`src/rtl/gco_pkg.sv`:
```
// Shared types and fixed-point constants for the gingerbread-map chaos oscillator.
// Used by every module of the block; has no dependencies of its own.
`default_nettype none

package gco_pkg;

  // Q8.24 unit and the output scale and offset (0.182 and 0.455 in Q.24)
  localparam int unsigned FRAC_W    = 24;
  localparam int unsigned RATE_W    = 23;
  localparam int unsigned PHASE_W   = 28;
  localparam int unsigned STEP_W    = 26;
  localparam int unsigned PROD_W    = 55;
  localparam int unsigned KSCALE_W  = 22;

  localparam logic [RATE_W-1:0]          RST_RATE  = 23'd89478;
  localparam logic signed [PHASE_W-1:0]  RST_PHASE = 28'sd16777216;
  localparam logic signed [31:0]         RST_NEWER = 32'sd20132659;
  localparam logic signed [31:0]         RST_OLDER = 32'sd35232154;
  localparam logic [KSCALE_W-1:0]        K_SCALE   = 22'd3053453;
  localparam logic signed [31:0]         K_OFFSET  = 32'sd7633633;

  typedef enum logic [0:0] {
    OP_TICK = 1'b0,
    OP_LOAD = 1'b1
  } opcode_t;

  // Beat as captured from the input channel
  typedef struct packed {
    opcode_t            opcode;
    logic signed [31:0] freq;
    logic signed [31:0] seed_newer;
    logic signed [31:0] seed_older;
  } in_item_t;

  // After the frequency multiply
  typedef struct packed {
    opcode_t                   opcode;
    logic                      freq_neg;
    logic signed [PROD_W-1:0]  prod;
    logic signed [31:0]        seed_newer;
    logic signed [31:0]        seed_older;
  } prod_item_t;

  // After the phase and map update (ticks only)
  typedef struct packed {
    logic signed [31:0] map_newer;
    logic               stepped;
  } map_item_t;

endpackage

`default_nettype wire

```
`src/rtl/gco_scale.sv`:
```
// Output scaling: map value * 0.182 - 0.455 with rounding, into the result register.
// Depends on gco_pkg.
`default_nettype none

module gco_scale (
  input  wire logic                clk,
  input  wire logic                rst_n,
  input  wire logic                in_valid,
  output logic                     in_ready,
  input  wire gco_pkg::map_item_t  in_item,
  output logic                     out_valid,
  input  wire logic                out_ready,
  output logic signed [31:0]       out_sample,
  output logic                     out_stepped
);

  localparam logic signed [54:0] HALF = 55'sd8388608;

  logic               valid_r;
  logic signed [31:0] sample_r;
  logic signed [31:0] sample_nxt;
  logic               stepped_r;
  logic signed [54:0] prod;
  logic signed [54:0] rounded;
  logic signed [30:0] shifted;

  assign in_ready    = !valid_r || out_ready;
  assign out_valid   = valid_r;
  assign out_sample  = sample_r;
  assign out_stepped = stepped_r;

  // |shifted| < 2^29, so the offset subtract cannot leave the 32-bit range
  always_comb begin
    prod       = in_item.map_newer * $signed({1'b0, gco_pkg::K_SCALE});
    rounded    = prod + HALF;
    shifted    = rounded[54:gco_pkg::FRAC_W];
    sample_nxt = $signed({shifted[30], shifted}) - gco_pkg::K_OFFSET;
  end

  always_ff @(posedge clk) begin
    if (!rst_n) begin
      valid_r <= 1'b0;
    end else if (in_ready) begin
      valid_r <= in_valid;
    end
  end

  always_ff @(posedge clk) begin
    if (in_ready && in_valid) begin
      sample_r  <= sample_nxt;
      stepped_r <= in_item.stepped;
    end
  end

endmodule

`default_nettype wire

```
`config.mk`:
```
export PLATFORM = sky130hd
export DESIGN_NAME = gco_scale
export DESIGN_NICKNAME = d
export VERILOG_FILES = /design/src/rtl/gco_pkg.sv /design/src/rtl/gco_scale.sv
export SDC_FILE = /design/constraint.sdc
export NUM_CORES = 1
export LEC_CHECK = 0
export BUFFER_PORTS_ARGS = -buffer_cell sky130_fd_sc_hd__clkbuf_2
export CAP_MARGIN = 0
export CORE_UTILIZATION = 55
export CTS_CLUSTER_SIZE = 25
export DETAILED_ROUTE_END_ITERATION = 10
export PLACE_DENSITY_LB_ADDON = 0.3
export REMOVE_ABC_BUFFERS = 1
export SYNTH_ARGS = -nofsm -noshare
export SYNTH_HDL_FRONTEND = slang
export SYNTH_SLANG_ARGS = --single-unit
```
`constraint.sdc`:
```
create_clock -name clk -period 18 [get_ports clk]
set_clock_uncertainty 0.2 [all_clocks]
set_input_delay 0.9 -clock clk [delete_from_list [all_inputs] [get_ports clk]]
set_output_delay 0.9 -clock clk [all_outputs]
set_load 0.05 [all_outputs]
```
* After elaboration in Yosys (flattened, before gate mapping)
Index checks and enable logic that the tools add are counted.
** Storage, ports and cells
- Input port bits :: 37
- Flip-flop bits (word level) :: 34
** Operators by class
- Add/sub/neg operators :: 2
- Reductions and logical operators :: 3
- Multipliers :: 1
** Operators by type and width (number)
- $add 55x25->55 const B :: 1
- $mul 32x23->55 const B :: 1
- $sub 31x24->32 const B :: 1
- $logic_and 1x1->1 :: 1
- $logic_not 1->1 :: 1
- $logic_or 1x1->1 :: 1

* Longest topological paths before layout
- Depth in word-level cells :: 3
- Gate-level depth with buffers :: 29

* Worst setup path after synthesis
OpenSTA, ideal clock, no wires.
- Path kind :: in2reg
- Start :: in in_item[14] (netlist bit)
- End :: reg sample_r[30] (netlist: out_sample[30]), data pin
- Library setup time :: 262 ps
- Required time :: 17538 ps
- Stages :: 24
- Arrival time :: 7470 ps
- Setup slack :: 10068 ps
- Path through :: ha_1 inv_1 fa_1 fa_1 fa_1 fa_1 inv_1 fa_1 inv_1 fa_1 inv_1 ha_1 nand2_1 a2111oi_2 nor3_1 a2111oi_4 o21bai_4 o31ai_2 xor2_1 or4b_1 or2_1 or3_1 nand3_1 nor3_2
** On the way
- Word-level cells in the longest chain between the ends :: 3
** RTL lines
- from (decl) :: RTL line gco_scale.sv:10 : input wire gco_pkg::map_item_t in_item,
- $mul 32x23->55 :: RTL line gco_scale.sv:34 : prod = in_item.map_newer * $signed({1'b0, gco_pkg::K_SCALE});
- $add 55x25->55 :: RTL line gco_scale.sv:35 : rounded = prod + HALF;
- $sub 31x24->32 :: RTL line gco_scale.sv:37 : sample_nxt = $signed({shifted[30], shifted}) - gco_pkg::K_OFFSET;
- net sample_nxt[30] :: RTL line gco_scale.sv:21 : logic signed [31:0] sample_nxt;
- to (signal assigned) :: RTL line gco_scale.sv:50 : sample_r <= sample_nxt;
- to (decl) :: RTL line gco_scale.sv:20 : logic signed [31:0] sample_r;
The timed path passes the listed nets, and every way through them passes these cells.
A chain may end at the register's enable or synchronous reset.

* Worst setup path after layout
- Start :: in in_item[18] (netlist bit)
- End :: reg sample_r[30] (netlist: out_sample[30]), data pin
The elaborated chain is that of the path after synthesis.

==> results by group <==
Drt
  – Total Wirelength: ~36000 microns
  – Via density per instance: ~5.3
  – 1st-iter DRT viols: roughly 530
  – Drt pass-1 iters: 5
  – Total number of vias: roughly 11000
  – # DRC: 0
  – Post-DR wirelength/cell: ~17 microns
  – Post-route ant nets: 0

Synth
  – Synthesized cell area: between 15000 and 20000 sq um
  – Synth area leader: fa_1
  – Top-count cell post-synth: inv_1
  – Yosys top cell area share: between 40% and 50%
  – Number of flops mapped to enable cells by yosys: 33
  – Top FF cell, synth: edfxtp_1
  – Unique cell type count in the Yosys netlist: between 80 and 90
  – Post-synthesis sequential area ratio: 6.27%
  – Largest cells by area after synthesis: fa_1, ha_1, inv_1, edfxtp_1, a21oi_1
  – Synth async-reset ratio: 0%
  – Post-synthesis area per instance: about 10 sq um
  – Post-Synthesis Cells: 1660
  – FF+latch count, synth: 34
  – Syn. warnings: 0
  – Post-synth top cells: inv_1, fa_1, ha_1, nand2_1, a21oi_1

Global routing
  – Number of global-route vias before repair: roughly 12000
  – Layer with the highest usage: met2
  – Initial antenna violation count: 0
  – Grt met3 use: around 1.8%
  – Gr usage total: around 26%
  – Met2 usage: between 40 and 50%
  – Met1 usage: about 32%
  – Largest net degree at the start of global routing: 38
  – First-pass GRT wire length: between 60000 and 70000 microns
  – Total gr overflow: 0

Die
  – DIE AREA: 30000 sq um
  – Row count: 62
  – Num ports: 72
  – Die width: ~170 microns
  – Core area: 28800 sq um
  – DIE HEIGHT: 173 microns
  – Initial core utilization: a little under three fifths

Setup path
  – Crit path max fanout: 9
  – CP Class: in2reg
  – Worst setup EP type: flip-flop
  – WP data required: approximately 18 ns
  – CP arrival: ~8.4 ns
  – Crit start category: input port

Clock tree
  – H-tree level count: 2
  – TritonCTS clock tree: built
  – Hold_buf cts: 0
  – Num CTS Buffers: 5
  – CTS max path bufs: 2
  – Clk_lat worst skew: ~0.27 ns
  – Clock sink count: 34
  – Clock transition at path regs: 0.05 ns
  – Post_cts resized: 0
  – Clock root cell: clkbuf_16
  – Setup Fix Bufs, Post-CTS: 0

Cells and area
  – Area delta synth->final: 5.65%
  – Nets: between 2000 and 2500
  – Diode count: 0
  – Fraction of layout cells with a size suffix above 1: ~6.9%
  – Final Instance Count excl. Fillers: approximately 2100

Placement
  – Port Buf Inserts: 71
  – Pre-CTS setup slack: 9.24 ns
  – Dpl cells: 2100
  – Routability Congestion: about 0.97
  – HPWL after detailed placement: 32900 microns

STA
  – Min Tclk post-route: around 8.6 ns
  – Setup_tns: 0 ns
  – Final hold violations: 0
  – Slew Viols, Final: 0
  – RSZ-0062 raised after global routing: false
  – Fmax: between 0.1 and 0.15 GHz
  – Tcrit/Tclk final: 47.5%
  – Minimum setup slack in the final design: ~9.4 ns
  – Slew HR: between 50% and 60%
  – Slew @ Worst Pin: 0.607 ns
  – Setup-failing EPs final: 0

Min path
  – HP Class: reg2reg

Flow run
  – Max Cap Viol: 0

Status
  – Run status: completed
## per-stage QoR
step	hold WS [ns]	cell area (sq um)	utilization [%]
2_1_floorplan	0.799	16100	-
3_3_place_gp	0.303	16900	58.7
3_5_place_dp	0.331	16900	58.7
4_1_cts	0.338	17000	59.2
5_1_grt	0.362	17000	59.2
6_report	0.337	17000	59.2
## worst max-delay path, stage by stage
cell and delay, ns:
clkbuf_2 0.31, ha_1 0.32, fa_1 0.48, inv_1 0.06
fa_1 0.57, inv_1 0.07, fa_1 0.50, inv_1 0.05
fa_1 0.53, inv_1 0.05, fa_1 0.47, inv_1 0.05
fa_1 0.47, inv_1 0.05, ha_1 0.36, a21oi_1 0.28
o211ai_1 0.15, nor3_1 0.50, a2111oi_0 0.23, nor4_2 0.32
and4_1 0.26, o21ai_1 0.13, a31oi_1 0.43, a31oi_1 0.26
or3_1 0.42, nand3_1 0.10, nor3_2 0.05
## registers in the layout, summed over array words and instances, names as in the netlist
signal / count
out_valid: 1
out_stepped: 1
out_sample: 32
## final cells by class
cell class,instances,area [sq um]
Tap cell,384,480
Sequential cell,34,1010
Fill cell,2472,11700
Clock inverter,3,16.3
Clock buffer,5,125
Timing Repair Buffer,73,370
Inverter,543,2040
Multi-Input combinational cell,1066,13000
## kinds of logic after synthesis
group | share of synthesized area, %
xor gates and xnor gates | 2.44
AOI/OAI and AO/OA | 8.59
and+or+nand+nor | 6.96
DFF | 6.27
adders and majority gates | 62.2
buffers and inverters | 13.1
muxes | 0.396
## placed cells by master, fill, tap and decap left out, types with 8 or more instances in the layout
master	instances
nand4_1	19
nor2_1	39
xor2_1	16
xnor2_1	29
a21oi_1	51
nor3_1	20
inv_1	543
nand3_1	19
o21ai_0	32
clkbuf_2	71
and3_1	9
fa_1	327
edfxtp_1	33
nand2_1	57
ha_1	279
o211ai_1	8
a21o_1	16
## metal layers
metal,vias up,routed length (microns)
li1,5297,-
met1,5696,14500
met2,209,19600
met3,65,1100
met4,0,1250
met5,-,0
## path summary, 6_finish.rpt
check,startpoint,end,slack [ns],depth (start not counted)
setup reg to reg,out_valid,out_sample[27],16.53,3
hold / removal,out_valid,out_valid,0.34,2
hold reg to reg,out_valid,out_valid,0.34,2
setup / recovery,in_item[18],out_sample[30],9.45,27
Power is left out: the tool's default activity adds up to more than one toggle a clock period on the data nets, which glitch-free logic cannot reach.
