[src/rtl/gco_pkg.sv]
// Shared types and fixed-point constants for the gingerbread-map chaos oscillator.
// Used by every module of the block; has no dependencies of its own.
`default_nettype none

package gco_pkg;

  // Q8.24 unit and the output scale and offset (0.182 and 0.455 in Q.24)
  localparam int unsigned FRAC_W    = 24;
  localparam int unsigned RATE_W    = 23;
  localparam int unsigned PHASE_W   = 28;
  localparam int unsigned STEP_W    = 26;
  localparam int unsigned PROD_W    = 55;
  localparam int unsigned KSCALE_W  = 22;

  localparam logic [RATE_W-1:0]          RST_RATE  = 23'd89478;
  localparam logic signed [PHASE_W-1:0]  RST_PHASE = 28'sd16777216;
  localparam logic signed [31:0]         RST_NEWER = 32'sd20132659;
  localparam logic signed [31:0]         RST_OLDER = 32'sd35232154;
  localparam logic [KSCALE_W-1:0]        K_SCALE   = 22'd3053453;
  localparam logic signed [31:0]         K_OFFSET  = 32'sd7633633;

  typedef enum logic [0:0] {
    OP_TICK = 1'b0,
    OP_LOAD = 1'b1
  } opcode_t;

  // Beat as captured from the input channel
  typedef struct packed {
    opcode_t            opcode;
    logic signed [31:0] freq;
    logic signed [31:0] seed_newer;
    logic signed [31:0] seed_older;
  } in_item_t;

  // After the frequency multiply
  typedef struct packed {
    opcode_t                   opcode;
    logic                      freq_neg;
    logic signed [PROD_W-1:0]  prod;
    logic signed [31:0]        seed_newer;
    logic signed [31:0]        seed_older;
  } prod_item_t;

  // After the phase and map update (ticks only)
  typedef struct packed {
    logic signed [31:0] map_newer;
    logic               stepped;
  } map_item_t;

endpackage

`default_nettype wire

[src/rtl/gco_core.sv]
// Phase accumulator with wrap detection and gingerbread-map state update.
// Depends on gco_pkg.
`default_nettype none

module gco_core (
  input  wire logic                 clk,
  input  wire logic                 rst_n,
  input  wire logic                 in_valid,
  output logic                      in_ready,
  input  wire gco_pkg::prod_item_t  in_item,
  output logic                      out_valid,
  input  wire logic                 out_ready,
  output gco_pkg::map_item_t        out_item
);

  localparam logic signed [34:0] STEP_MAX = 35'sd16777216;
  localparam logic signed [34:0] STEP_MIN = -35'sd16777216;
  localparam logic signed [gco_pkg::PHASE_W-1:0] ONE_PH  = 28'sd16777216;
  localparam logic signed [gco_pkg::PHASE_W-1:0] ZERO_PH = 28'sd0;
  localparam logic signed [33:0] ONE_Y   = 34'sd16777216;
  localparam logic signed [33:0] Y_MAX   = 34'sd2147483647;
  localparam logic signed [33:0] Y_MIN   = -34'sd2147483648;

  logic                                  valid_r;
  gco_pkg::map_item_t                    item_r;
  gco_pkg::map_item_t                    item_nxt;
  logic signed [gco_pkg::PHASE_W-1:0]    phase_r;
  logic signed [gco_pkg::PHASE_W-1:0]    phase_nxt;
  logic signed [31:0]                    newer_r;
  logic signed [31:0]                    newer_nxt;
  logic signed [31:0]                    older_r;
  logic signed [31:0]                    older_nxt;

  logic signed [34:0]                    step_raw;
  logic signed [gco_pkg::STEP_W-1:0]     step;
  logic                                  trig;
  logic signed [gco_pkg::PHASE_W-1:0]    phase_wr;
  logic [31:0]                           newer_mag;
  logic signed [33:0]                    y_full;
  logic signed [31:0]                    y_sat;
  logic                                  accept;
  logic                                  is_tick;

  assign in_ready  = !valid_r || out_ready;
  assign out_valid = valid_r;
  assign out_item  = item_r;
  assign accept    = in_valid && in_ready;
  assign is_tick   = (in_item.opcode == gco_pkg::OP_TICK);

  // Step = floor(prod / 2^20), clipped to +-1.0
  always_comb begin
    step_raw = in_item.prod[gco_pkg::PROD_W-1:20];
    if (step_raw > STEP_MAX) begin
      step = STEP_MAX[gco_pkg::STEP_W-1:0];
    end else if (step_raw < STEP_MIN) begin
      step = STEP_MIN[gco_pkg::STEP_W-1:0];
    end else begin
      step = step_raw[gco_pkg::STEP_W-1:0];
    end
  end

  // Wrap test follows the sign of the current frequency
  always_comb begin
    if (!in_item.freq_neg) begin
      trig     = (phase_r >= ONE_PH);
      phase_wr = trig ? (phase_r - ONE_PH) : phase_r;
    end else begin
      trig     = (phase_r <= ZERO_PH);
      phase_wr = trig ? (phase_r + ONE_PH) : phase_r;
    end
  end

  // Map iteration y = 1 + |newer| - older, saturated to 32 bits
  always_comb begin
    newer_mag = newer_r[31] ? (~newer_r + 32'd1) : newer_r;
    y_full    = ONE_Y + $signed({2'b00, newer_mag}) - $signed({{2{older_r[31]}}, older_r});
    if (y_full > Y_MAX) begin
      y_sat = Y_MAX[31:0];
    end else if (y_full < Y_MIN) begin
      y_sat = Y_MIN[31:0];
    end else begin
      y_sat = y_full[31:0];
    end
  end

  // Next state per item kind
  always_comb begin
    phase_nxt = phase_r;
    newer_nxt = newer_r;
    older_nxt = older_r;
    if (!is_tick) begin
      newer_nxt = in_item.seed_newer;
      older_nxt = in_item.seed_older;
    end else begin
      phase_nxt = phase_wr + {{(gco_pkg::PHASE_W-gco_pkg::STEP_W){step[gco_pkg::STEP_W-1]}},
                              step};
      if (trig) begin
        newer_nxt = y_sat;
        older_nxt = newer_r;
      end
    end
    item_nxt.map_newer = newer_nxt;
    item_nxt.stepped   = is_tick && trig;
  end

  always_ff @(posedge clk) begin
    if (!rst_n) begin
      valid_r <= 1'b0;
      phase_r <= gco_pkg::RST_PHASE;
      newer_r <= gco_pkg::RST_NEWER;
      older_r <= gco_pkg::RST_OLDER;
    end else begin
      if (in_ready) begin
        valid_r <= in_valid && is_tick;
      end
      if (accept) begin
        phase_r <= phase_nxt;
        newer_r <= newer_nxt;
        older_r <= older_nxt;
      end
    end
  end

  always_ff @(posedge clk) begin
    if (accept) begin
      item_r <= item_nxt;
    end
  end

endmodule

`default_nettype wire

[config.mk]
export PLATFORM = sky130hd
export DESIGN_NAME = gco_core
export DESIGN_NICKNAME = d
export VERILOG_FILES = /design/src/rtl/gco_pkg.sv /design/src/rtl/gco_core.sv
export SDC_FILE = /design/constraint.sdc
export NUM_CORES = 1
export LEC_CHECK = 0
export BUFFER_PORTS_ARGS = -buffer_cell sky130_fd_sc_hd__buf_2
export CORE_ASPECT_RATIO = 1.2
export CORE_MARGIN = 8
export CORE_UTILIZATION = 30
export CTS_CLUSTER_SIZE = 8
export DETAILED_ROUTE_END_ITERATION = 6
export PLACE_DENSITY = 0.58
export SETUP_SLACK_MARGIN = 0.15
export SYNTH_ARGS = -nofsm -noshare
export SYNTH_HDL_FRONTEND = slang
export SYNTH_SLANG_ARGS = --single-unit
[constraint.sdc]
create_clock -name clk -period 10.6 [get_ports clk]
set_clock_uncertainty 0.05 [all_clocks]
set_input_delay 3.18 -clock clk [delete_from_list [all_inputs] [get_ports clk]]
set_output_delay 3.18 -clock clk [all_outputs]
set_load 0.01 [all_outputs]
# Yosys cells after proc, flatten, opt, wreduce, memory -nomap -nowiden

Index checks and enable logic that the tools add are counted.

Register bits: 126
Word-level logic and storage cells: 41
Input bits: 125
Output and inout port bits: 35

Magnitude comparators: 6
Bitwise logic cells: 2
Add/sub/neg operators: 6
Reductions and logical operators: 8
Multiplexer cells: 13

Operators by type and width:

| kind                                                                                   | count |
|---|---|
| 32-bit two-way mux                                                                     | 7 |
| 28-bit two-way mux                                                                     | 3 |
| 26-bit two-way mux                                                                     | 2 |
| 35-bit by 26-bit greater-than comparator with 1-bit output (second input constant)     | 1 |
| 35-bit by 25-bit less-than comparator with 1-bit output (second input constant)        | 1 |
| 34-bit by 32-bit greater-than comparator with 1-bit output (second input constant)     | 1 |
| 34-bit by 32-bit less-than comparator with 1-bit output (second input constant)        | 1 |
| 34-bit by 32-bit subtractor with 34-bit output                                         | 1 |
| 25-bit by 32-bit adder with 33-bit output (first input constant)                       | 1 |
| 32-bit by 1-bit adder with 32-bit output (second input constant)                       | 1 |
| 32-bit NOT                                                                             | 1 |
| 28-bit by 26-bit adder with 28-bit output (second input constant)                      | 1 |
| 28-bit adder                                                                           | 1 |
| 28-bit by 26-bit greater-or-equal comparator with 1-bit output (second input constant) | 1 |
| 28-bit by 1-bit <= comparator with 1-bit output (second input constant)                | 1 |
| 28-bit by 26-bit subtractor with 28-bit output (second input constant)                 | 1 |
| 2-bit AND reduction                                                                    | 2 |
| 1-bit logical AND                                                                      | 3 |
| 2-bit nonzero test                                                                     | 1 |
| 1-bit zero test                                                                        | 1 |
| 1-bit logical OR                                                                       | 1 |
| 1-bit two-way mux                                                                      | 1 |
| 1-bit NOT                                                                              | 1 |

# Longest topological paths before layout

Word-level depth: 10
Gate-level depth with buffers: 25
Mapped depth without buffers: 22

# Worst setup path before layout

No wires, ideal clock.

Path kind: input to output
Start: input port out_ready
End: output port in_ready
Arrival time: 3363 ps
Path buffers: 0
Slack: 4007 ps
Data required time: 7370 ps
Stages: 1
Path through: nand2b_1

Cells in the longest elaborated chain, start to end: 1

RTL lines:

| element          | RTL line       | text |
|---|---|---|
| from (decl)      | gco_core.sv:12 | `input wire logic out_ready,` |
| 1-bit logical OR | gco_core.sv:44 | `assign in_ready = !valid_r \|\| out_ready;` |
| to (decl)        | gco_core.sv:9  | `output logic in_ready,` |

Every way passes these cells.

# Final worst setup path

Start: input port in_item[102] (netlist bit)
End: register phase_r[25] (netlist bit)

Cells in the longest elaborated chain, start to end: 4
Elaborated cells on any way between the ends: 5
Classes of those cells: add/sub (1); order compare (2); mux (2)

RTL lines:

| element                                                 | RTL line        | text |
|---|---|---|
| from (decl)                                             | gco_core.sv:10  | `input wire gco_pkg::prod_item_t in_item,` |
| 35-bit by 25-bit less-than comparator with 1-bit output | gco_core.sv:55  | `end else if (step_raw < STEP_MIN) begin` |
| 26-bit two-way mux                                      | gco_core.sv:55  |  |
| 26-bit two-way mux (*)                                  | gco_core.sv:53  | `if (step_raw > STEP_MAX) begin` |
| 28-bit adder (*)                                        | gco_core.sv:95  | `phase_nxt = phase_wr + {{(gco_pkg::PHASE_W-gco_pkg::STEP_W){step[gco_pkg::STEP_W-1]}},` |
| to (signal assigned)                                    | gco_core.sv:109 | `phase_r <= gco_pkg::RST_PHASE;` |
| to (signal assigned)                                    | gco_core.sv:117 | `phase_r <= phase_nxt;` |
| to (decl)                                               | gco_core.sv:27  | `logic signed [gco_pkg::PHASE_W-1:0] phase_r;` |

Every way passes the cells marked *; elsewhere a longest branch is shown, timed or not.
A chain may end at the register's enable or synchronous reset.

==> impl_summary.md <==
Power
The worst voltage drop across the vdd grid is 111 µV. The sum of internal, switching and leakage power is 2.18 mW. The switching power share of the total is 0.414. For this design the total switching power over the nets is 0.902 mW. Of the total power, combinational logic draws 0.452. Power spread over the standard cell area amounts to 191 mW/mm².

The share of total power dissipated in the clock network is 0.254. Cell internal power was estimated by the tool at 1.28 mW. In this run the static leakage power is 4.73 nW.

Of the total power, registers draw 0.294.

Timing
Based on the critical path, the design can be clocked at up to 0.142 GHz. The final count of pins violating max slew is 0. Subtracting the final worst setup slack from the clock period gives 7030 ps. In the finished design, the share of the clock period the worst path needs comes to 0.663. The final hold violation count is 0. Setup violations remaining at the end of the flow were counted as 0. Setup repair after global routing left no endpoint under its margin.

The worst hold margin is 427 ps. The setup total negative slack is 0 ps. For the pin with the worst max-slew slack, the measured transition is 861 ps. The worst pin sits at a relative slew slack of 0.421.

Critical path
The number of buffers and inverters on the critical path is 2. The cell with the biggest individual delay on the critical path is sky130_fd_sc_hd__a2111oi_0. The maximum single-stage delay on the critical path is 630 ps. The kind of end point of the critical path is a flop. In this run the critical register-to-register path is launched from newer_r[2].

The category of the most critical setup path is in2reg. STA puts the critical path data required time at 10880 ps. Traced cell by cell, the critical path runs through buf_2, nor4b_1, nand4_1, o32ai_1, nand3_1, nor2_1, a21oi_1, buf_4, nor2b_1, ha_1, a21o_1, a21o_1, a2111oi_0, o221ai_1, a31oi_1, nor2_1, a31oi_1, mux2i_1, a31o_2. The highest net fanout along the worst path is 24. STA classifies the critical path startpoint as an input port. The worst path arrival time is 7310 ps.

The launch point of the worst path is in_item[102]. In this design, the largest share of critical-path delay is due to compound AO/OA/AOI/OAI gates.

Final layout
Compared with the post-synthesis result, the final layout area differs by 16.7%. Excluding fillers, the count of instances in the completed layout stands at 1762. The finished cells cover 0.0114 mm². The final net count is 1533. The top cell types in the final layout, fill and taps aside, are sky130_fd_sc_hd__nand2_1, sky130_fd_sc_hd__buf_2, sky130_fd_sc_hd__a21oi_1. In the final layout, flip-flops and latches occupy 0.00285 mm². After filler insertion, the fill cell instance count of the layout stands at 3367. In the final layout, the share of cells above drive strength 1 is 0.158. The library cell used most frequently in the layout, excluding fill and tap cells, is sky130_fd_sc_hd__nand2_1.

The multi-input combinational cell area is 0.00648 mm².

Global route
The global-route usage over all layers is 0.164. The maximum number of pins on one net before global-route repair is 72. The initial antenna violation count was 1. The number of global-route vias before repair is 9582. The global-route wire length before repair is 50700 µm. For this run the aggregate overflow at the end of global routing stands at 0.

Clock network
The number of buffers added by the clock tree synthesis step is 17. Clock latency on the worst-skew pair, taken at its later pin, is 430 ps. For this design, the CTS-stage hold fixing added 0 buffers.

The count of buffers added by post-CTS timing repair for setup is 0. The number of clock sinks seen by CTS is 126. The CTS tree is yes. In this run the clock root is driven by a sky130_fd_sc_hd__clkbuf_16. After clock tree synthesis, the clock-pin slew on the worst setup and hold paths is 60 ps. The level count of the clock H-tree is 4. The maximum clock insertion buffer count is 2. The post-CTS resize count is 0.

Yosys
Ranked by total cell area, the synthesized netlist is headed by sky130_fd_sc_hd__dfxtp_1, sky130_fd_sc_hd__edfxtp_1, sky130_fd_sc_hd__ha_1. The synthesized design contains 33 enable-type register cells. The synthesized instance count is 1232. After synthesis, the mean cell area works out to 7.93 µm². In this run the cell area of the synthesized design comes to 0.00977 mm². The netlist uses 77 different library cells.

The fraction of post-synthesis cell area in the top cell type by area is 0.191. For this run, the number of Yosys warnings is 0. The share of async-settable or async-resettable flops after synthesis is 0. The sequential cell area fraction in the yosys report is 0.292.

The top flip-flop cell by instance count after synthesis is sky130_fd_sc_hd__dfxtp_1. The number of nets in the synthesized netlist is 1425. The largest total area in the synthesized netlist belongs to sky130_fd_sc_hd__dfxtp_1. In this run, synthesis produced a sequential element count of 126.

Min path
The path class of the tightest hold or removal check is reg2reg. In this run the most critical hold path is launched from phase_r[14].

Die
In this run the core area contains 72 standard-cell rows. The standard cell core area is 0.0322 mm². 160 I/O pins were placed. The die footprint is 0.0386 mm². In this run the vertical extent of the chip is 214 µm. The initial utilization of the core area, before any placement, comes to 0.304. The die is 181 µm wide.

Place
In this run the tool buffered the top-level ports with 139 buffer cells. Counting tap cells, the placed design contains a total of 1728 instances. After detailed placement, the total cell area comes to 0.0109 mm². The global placer's final weighted congestion is 0.915. The half-perimeter wire length of the detailed placement result is 23700 µm.

Drt
The number of vias per cell after detailed routing is 5.46. The number of antenna-violating nets in the routed design is 0. After detailed routing, the total wire length is 31900 µm. The routed layout has 9620 vias. In the routed design, unresolved DRC markers number 0. The average detailed-routed wire length per instance is 18.1 µm.

The violation count after the first detailed-routing iteration is 515. The iteration count of the initial detailed-routing pass is 5.

Run status
The flow ran to the end, and the final reports show no timing, DRC or antenna violations.

Flow run
Max-cap violations in this run came to 0.
-- area by class of cell --
cell class,count,share of cell area
clock buffer,19,0.0397
tap,407,0.0447
multi-input combinational,987,0.568
timing repair buffer,154,0.0711
sequential,126,0.250
antenna,2,0.000439
inverter,54,0.0178
clock inverter,13,0.00801
-- tightest hold or removal path, delay by kind of cell, from the launching register on --
kind,cells,cell delay [ps]
compound gates,1,50
flops,1,320
simple gates,1,60
-- power by group through the flow --
stage | registers (mW) | clock network (mW) | logic [mW]
2_1_floorplan | 0.649 | 0 | 0.688
3_3_place_gp | 0.647 | 0 | 0.973
3_5_place_dp | 0.648 | 0 | 0.982
4_1_cts | 0.639 | 0.566 | 0.989
5_1_grt | 0.649 | 0.584 | 1.09
6_report | 0.639 | 0.553 | 0.985
-- sequential cells by signal, indices dropped and copies added, names as in the netlist --
signal,flops
phase_r,28
newer_r,32
out_valid,1
older_r,32
out_item,33
-- cell usage after synthesis (all sizes together) (13+ instances only) --
library cell	count
a21o	24
o211ai	21
edfxtp	33
ha	66
a211oi	42
inv	54
nand4	15
nand2	149
nand3	26
nor2	66
o31ai	15
nor4	19
mux2i	15
xnor2	52
xor2	23
or3	15
a31oi	27
nand2b	13
nor2b	48
o21a	13
o21ai	82
a221oi	13
a21oi	105
dfxtp	93
nor3	24
clkbuf	53
-- path summary, 6_finish.rpt --
path            endpoint  slack (ps)  depth (start not counted)
min reg2reg  phase_r[14]         430                          2
min          phase_r[14]         430                          2
max          phase_r[25]        3570                         19
max reg2reg  newer_r[16]        3820                         22
-- metrics by stage --
stage           util  setup WS, ps
2_1_floorplan      -          4010
3_3_place_gp   0.337          3190
3_5_place_dp   0.337          3140
4_1_cts        0.354          3600
5_1_grt        0.354          3270
6_report       0.355          3570
-- metal layers --
metal,global-route usage,up-vias,part of all wire,wire [µm]
met5,0,-,0.00025,8
met4,0.0585,2,0.021,660
met3,0.0283,42,0.047,1480
li1,-,4748,-,-
met2,0.299,243,0.50,15900
met1,0.193,4585,0.43,13800
-- cells by family (layout without fill, tap and decap cells) --
| logic type | Yosys count | count (layout) | synth area share |
|---|---|---|---|
| muxes | 17 | 17 | 0.0177 |
| AOI/OAI and AO/OA | 402 | 402 | 0.269 |
| xor gates and xnor gates | 75 | 75 | 0.0680 |
| adders and majority gates | 68 | 68 | 0.0886 |
| and+or+nand+nor | 424 | 424 | 0.217 |
| other | 1 | 3 | 0.000384 |
| DFF | 126 | 126 | 0.292 |
| buffers and inverters | 119 | 240 | 0.0474 |
No activity file was read; power rests on OpenSTA's default activity.
